==> src/bba_ram.sv <==
// Generic simple dual-port RAM with registered read.
module bba_ram #(
    parameter int WIDTH = 8,
    parameter int DEPTH = 2
) (
    input  logic                                         clk,
    input  logic                                         wr_en,
    input  logic [((DEPTH > 1) ? $clog2(DEPTH) : 1)-1:0] wr_addr,
    input  logic [WIDTH-1:0]                             wr_data,
    input  logic                                         rd_en,
    input  logic [((DEPTH > 1) ? $clog2(DEPTH) : 1)-1:0] rd_addr,
    output logic [WIDTH-1:0]                             rd_data
);

    logic [WIDTH-1:0] mem [DEPTH];

    always_ff @(posedge clk)
    begin
        if (wr_en)
        begin
            mem[wr_addr] <= wr_data;
        end
        if (rd_en)
        begin
            rd_data <= mem[rd_addr];
        end
    end

endmodule

==> config.mk <==
export PLATFORM = sky130hd
export DESIGN_NAME = bba_ram
export DESIGN_NICKNAME = d
export VERILOG_FILES = /design/src/bba_ram.sv
export SDC_FILE = /design/constraint.sdc
export NUM_CORES = 1
export LEC_CHECK = 0
export BUFFER_PORTS_ARGS = -buffer_cell sky130_fd_sc_hd__buf_2
export CAP_MARGIN = 30
export CORE_MARGIN = 4
export CORE_UTILIZATION = 45
export DETAILED_ROUTE_END_ITERATION = 7
export HOLD_SLACK_MARGIN = 0.05
export PLACE_DENSITY = 0.72
export SYNTH_ARGS = -nofsm -noshare
export SYNTH_HDL_FRONTEND = slang
export SYNTH_SLANG_ARGS = --single-unit
==> constraint.sdc <==
create_clock -name clk -period 1 [get_ports clk]
set_input_delay 0.2 -clock clk [delete_from_list [all_inputs] [get_ports clk]]
set_output_delay 0.2 -clock clk [all_outputs]
set_load 0.02 [all_outputs]
==> results of run 1 <==
## stage by stage
| stage | util, % | worst slack, ns | area [um2] | std cells | hold WS [ns] |
|---|---|---|---|---|---|
| floorplan | - | 0.00656 | 865 | 35 | 0.299 |
| global placement | 57.1 | -0.00941 | 1010 | 82 | 0.389 |
| detailed placement | 57.1 | -0.0367 | 1010 | 82 | 0.391 |
| CTS | 58.4 | -0.0511 | 1030 | 85 | 0.0732 |
| global route | 59.1 | -0.0878 | 1040 | 85 | 0.0590 |
| finish | 59.1 | -0.0462 | 1040 | 85 | 0.0809 |
## area by class of cell
cell class / instances / area share [%]
Sequential cell: 24 / 69.1
Timing Repair Buffer: 23 / 13.0
Multi-Input combinational cell: 10 / 12.7
Tap cell: 25 / 3.00
Clock buffer: 3 / 2.16
## kinds of logic (layout without fill, tap and decap cells)
kind of cell | Yosys count | count (layout) | synth area share [%]
buf+inv | 1 | 26 | 1.30
flops | 24 | 24 | 83.4
mux | 8 | 8 | 13.9
simple gates | 2 | 2 | 1.45
## synthesized netlist by cell type, drive strengths merged
library cell  count
edfxtp           24
and2              1
nor2b             1
buf               1
mux2              8
## metal layers
layer / vias up / share of wire, % / GRT usage [%]
li1: 188 / - / -
met1: 177 / 42 / 10.3
met2: 24 / 45 / 12.8
met3: 2 / 11 / 3.72
met4: 0 / 1.8 / 6.55
met5: - / 0 / 0
## power by group
part	switching, mW	internal, mW	total, mW
sequential	0.0174	1.19	1.20
clock	0.243	0.140	0.383
combinational	0.0804	0.0909	0.171
## registers in the layout, summed over array words and instances, names as in the netlist
name	count
rd_data	8
mem	16
## repair_timing
| action | 4_1_cts | 5_1_grt |
|---|---|---|
| setup endpoints to repair | 8 | 8 |
| buffers inserted | 0 | 0 |
| cloned | 0 | 0 |
| resized for setup | 0 | 4 |
## worst paths after layout
| check | to | cells past startpoint | startpoint |
|---|---|---|---|
| worst max-delay path | rd_data[0] | 1 | rd_data[0]$_DFFE_PP_ |
| worst min-delay path | mem[0][6]$_DFFE_PP_ | 1 | wr_data[6] |
| worst max register to register | rd_data[7]$_DFFE_PP_ | 1 | mem[1][7]$_DFFE_PP_ |
| worst min register to register | rd_data[3]$_DFFE_PP_ | 1 | mem[0][3]$_DFFE_PP_ |
==> results list, run 1 <==
- Diode count: 0
- The via count of the first global-routing pass came to 357.
- Clock network latency to the later pin of the worst-skew pair: 0.29 ns
* Critical path endpoint category: output pin
- Pwr dens: 1690 nW/um2
* Category of the critical setup timing path: register to output pin
* Min cycle time layout: 1.05 ns
- Total CTS buffers: 3
- Data arrives at the worst endpoint at 0.85 ns.
- Final period utilization: 105%
- Cell at the root of the clock tree: clkbuf_4
* Register bit count reported by yosys: 24
- Reg-to-reg setup timing slack: 0.10 ns
- Across the routed clock network, the largest skew measured is 0.00161 ns.
- Most frequent standard cell in the layout excluding fill and tap cells: edfxtp_1
- Final setup TNS: -0.218 ns
- The design draws 1.76 mW.
* Setup violators final: 8
- Total number of vias: 391
* Std cell rows: 15
* Max frequency: 956 MHz
- The number of pins with negative max-slew slack in the final report came to 0.
* Synthesized area: 865 um2
* Type of the worst min-delay path: input pin to register
- TritonCTS clock tree: yes
- Worst-margin pin slew: 0.243 ns
* Pin count of the biggest net entering global routing: 13
- Outcome: finished, violations left
- Dividing the detail-routed wire length by the instance count gives 12.4 um.
- After clock tree synthesis, the flow added hold-fix buffers numbering 0.
* Synthesized netlist cell count: 35
- In the final layout, the multi-input gates occupy 133 um2.
- Measured against its own limit, the worst slew margin works out to 83.8%.
- For this run the aggregate overflow at the end of global routing stands at 0.
- CTS clock-pin slew for the worst setup and hold paths: 0.11 ns
- In this run the mean area of a mapped cell was 24.7 um2.
* Slowest cell on crit path: edfxtp_1
- Initial detailed-routing violation count: 3
- Final nets: 75
- STA puts the critical path data required time at 0.80 ns.
- Number of nets produced by synthesis: 48
- Area share of the largest cell type after synthesis: 83.4%
- CTS H-Tree Depth: 1
- Violated checks: negative setup slack
* Number of antenna violations at the first check in global routing: 0
- Family with the most delay on the worst path: flip-flops
* Worst Path Max Fanout: 1
- Static Leakage: 0.411 nW
* Clk sinks: 24
- Core Region: 1760 um2
* Maximum clock path buffer count: 2
- Detailed Route WL: 1050 um
* Count of buffers from port buffering: 20
- In this run the count of I/O pins placed on the die edge is 21.
* Combined flip-flop and latch cell area: 721 um2
- Worst ir drop on vdd: 0.982 mV
- Synth warn: 0
- CP max stage delay: 0.38 ns
- Buffering stage count on the worst path with inverters included: 1
* Horizontal extent of the die: 51.8 um
* DRC violation count after routing: 0
- Sequential-to-total area share from yosys stat: 83.4%
- Counting distinct cell types in the post-synthesis netlist gives 5.
- The tool flagged a number of max-cap violations equal to 0.
- Most frequent cells in the layout: edfxtp_1, buf_2, mux2_4
- Worst-path cell chain: buf_2
- The die covers 2690 um2.
* Yosys top cell by area: edfxtp_1
- The count of nets left with antenna violations once routing finished came out at 0.
- Global routing used 8.81% of the available tracks.
- STA classifies the critical path startpoint as a register.
* Unrepaired setup endpoints after global routing: true
- Number of iterations in the first detailed-routing pass: 4
- The layout has 145 filler cells.
- After layout, the worst setup slack is -0.0462 ns.
- Routability-driven placement finished with a final weighted congestion of 0.639.
* Fraction of final layout cells with drive strength greater than 1: 56.7%
- The die is 51.8 um tall.
* Hold Fails Final Rpt: 0
- Post-synthesis to final-layout area growth: 20.6%
* Leading post-synthesis cells by cell area: edfxtp_1, mux2_4, buf_6, and2_1, nor2b_1
* Via-to-Cell Ratio: 4.60
- For this configuration, the core starts out at a cell density of 49.0%.
- Wire length of the first global-routing pass: 1570 um
(Power assumes the default switching activity.)
==> run 2, diff against run 1 <==
==> config.mk (replaced) <==
export PLATFORM = sky130hd
export DESIGN_NAME = bba_ram
export DESIGN_NICKNAME = d
export VERILOG_FILES = /design/src/bba_ram.sv
export SDC_FILE = /design/constraint.sdc
export NUM_CORES = 1
export LEC_CHECK = 0
export CAP_MARGIN = 30
export CORE_MARGIN = 4
export CORE_UTILIZATION = 52
export DETAILED_ROUTE_END_ITERATION = 7
export DONT_BUFFER_PORTS = 1
export HOLD_SLACK_MARGIN = 0.05
export PLACE_DENSITY = 0.7
export SYNTH_ARGS = -nofsm -noshare
export SYNTH_HDL_FRONTEND = slang
export SYNTH_SLANG_ARGS = --single-unit
==> run 2 against run 1 <==
Effect of this change: the flow now finishes without violations; first-iteration DRC count increased by 33%; clock-buffer cell count did not move; sequential power is 3% higher; utilization rose by 5.6 points; via count down 15%; total power is 1.1% lower; critical endpoint is now rd_data[2].
==> results list, run 2 (synthesized netlist as in run 1, its figures left out) <==
- For the worst-skew pair, the clock arrives at the later sink with an insertion delay of 0.30 ns.
- Post-synthesis to final-layout area growth: 15.3%
- The routed design has 941 um of wire.
* Type of the worst min-delay path: input pin to register
- Pin count of the biggest net entering global routing: 14
- Cell at the root of the clock tree: clkbuf_4
* DRC violation count after routing: 0
- The initial antenna violation count was 0.
- Most frequent standard cell in the layout excluding fill and tap cells: edfxtp_1
- Core Region: 1540 um2
- Wire length of the first global-routing pass: 1470 um
- Routability congestion estimate from global placement: 0.680
- Clock skew on the completed layout was measured at 0.000478 ns.
* CTS H-Tree Depth: 1
- The die is 48.8 um wide.
- TritonCTS clock tree: yes
- Buffers placed on the I/O ports in this run total 0.
- 0 antenna diodes ended up in the layout.
- For this run, global-route usage on met1 was measured as 9.28%.
- Post-CTS Setup Bufs: 0
* Worst ir drop on vdd: 1.21 mV
- Setup violators final: 0
- Number of iterations in the first detailed-routing pass: 2
- 21 I/O pins were placed.
- Utilization after layout: 64.7%
- Total CTS buffers: 3
- The clock passes through at most 2 buffers.
* Post-route cell area: 997 um2
* Regs by FF count: mem (16), rd_data (8)
- Global routing met3 resource utilization: 2.14%
- Initial detailed-routing violation count: 4
- Outcome: completed
* Overall die area: 2380 um2
- The placed instances occupy a cell area of 881 um2.
* Fraction of final layout cells with drive strength greater than 1: 25.0%
- For the worst setup path, the data required time is 0.80 ns.
- Fill cell instance count of the final layout: 108
- In the finished design, the share of the clock period the worst path needs comes to 99.4%.
* Average detailed-routed wire length per instance: 14.7 um
- Of all nets on the critical path, the largest fanout is 1.
* Highest-utilization routing layer at the global route stage: met2
- Reg-to-reg setup timing slack: 0.11 ns
* Count of final max-slew check failures: 0
* Via-to-Cell Ratio: 5.19
- Unrepaired setup endpoints after global routing: true
- Once detail routing completed, the nets flagged for antenna violations numbered 0.
- The total count of hold-check failures in the final report came to 0.
* Number of maximum-capacitance constraint violations: 0
* Worst-margin pin slew: 0.345 ns
- GR Overflow Total: 0
- Largest register FFs: 16
- Based on the critical path, the design can be clocked at up to 1010 MHz.
* Worst Setup Start Kind: register
- After floorplanning, the core was divided into 14 placement rows.
* Global-route usage over all layers: 8.33%
- Min cycle time layout: 0.994 ns
* Global routing usage on met2: 13.3%
- Critical path endpoint category: output pin
- Final nets: 62
- Counting flops per register, the top entry is mem.
- Most frequent cells in the layout: edfxtp_1, dlygate4sd3_1, mux2_4
* CTS clock-pin slew for the worst setup and hold paths: 0.11 ns
* Initial standard-cell utilization of the core: 56.1%
- Clk sinks: 24
* Static Leakage: 0.357 nW
* Category of the critical setup timing path: register to output pin
- Slew headroom: 77.0%
- Die height: 48.8 um
* Pwr dens: 1740 nW/um2
- Total number of vias: 332
- Via count of the first global-routing pass: 366
* Arrival time at the worst endpoint: 0.79 ns
[run 2: final cells by class]
type	count	area, um2	share of cell area [%]
sequential	24	721	72.3
multi-input combinational	10	133	13.3
timing repair buffer	10	97.6	9.79
clock buffer	3	22.5	2.26
tap	16	20.0	2.01
clock inverter	1	3.75	0.376
[run 2: power by group]
group	switching (mW)	internal [mW]	leakage (nW)	total [mW]
clock	0.252	0.145	0.0154	0.398
sequential	0.0485	1.19	0.228	1.24
combinational	0.0324	0.0715	0.113	0.104
[run 2: routing by layer]
| layer | part of all wire, % | wire (um) | up-vias |
|---|---|---|---|
| met5 | 0 | 0 | - |
| met4 | 0 | 0 | 0 |
| met3 | 6.8 | 64 | 0 |
| met2 | 53 | 497 | 18 |
| met1 | 40 | 379 | 152 |
| li1 | - | - | 162 |
[run 2: path summary, 6_finish.rpt]
kind / from / endpoint / cells past startpoint
worst max register to register: mem[0][6]$_DFFE_PP_ / rd_data[6]$_DFFE_PP_ / 1
worst min-delay path: rd_addr / rd_data[4]$_DFFE_PP_ / 1
worst min register to register: mem[0][4]$_DFFE_PP_ / rd_data[4]$_DFFE_PP_ / 1
worst max-delay path: rd_data[2]$_DFFE_PP_ / rd_data[2] / 0
[run 2: what timing repair did]
action                     in CTS  in global routing
pin swaps                       0                  0
setup endpoints to repair       8                  8
resized for setup               0                  0
hold endpoints to repair       24                  0
hold buffers                    9                  0
[run 2: stage by stage]
| stage | worst slack (ns) | hold slack [ns] | total power, mW | std cells | setup TNS, ns |
|---|---|---|---|---|---|
| finish | 0.00556 | 0.121 | 1.74 | 64 | 0 |
| CTS | -0.00793 | 0.113 | 1.75 | 64 | -0.0399 |
| global placement | 0.134 | 0.299 | 1.33 | 51 | 0 |
| detailed placement | 0.118 | 0.299 | 1.33 | 51 | 0 |
| global route | -0.0351 | 0.0985 | 1.81 | 64 | -0.224 |
| floorplan | 0.00656 | 0.299 | 1.33 | 35 | 0 |
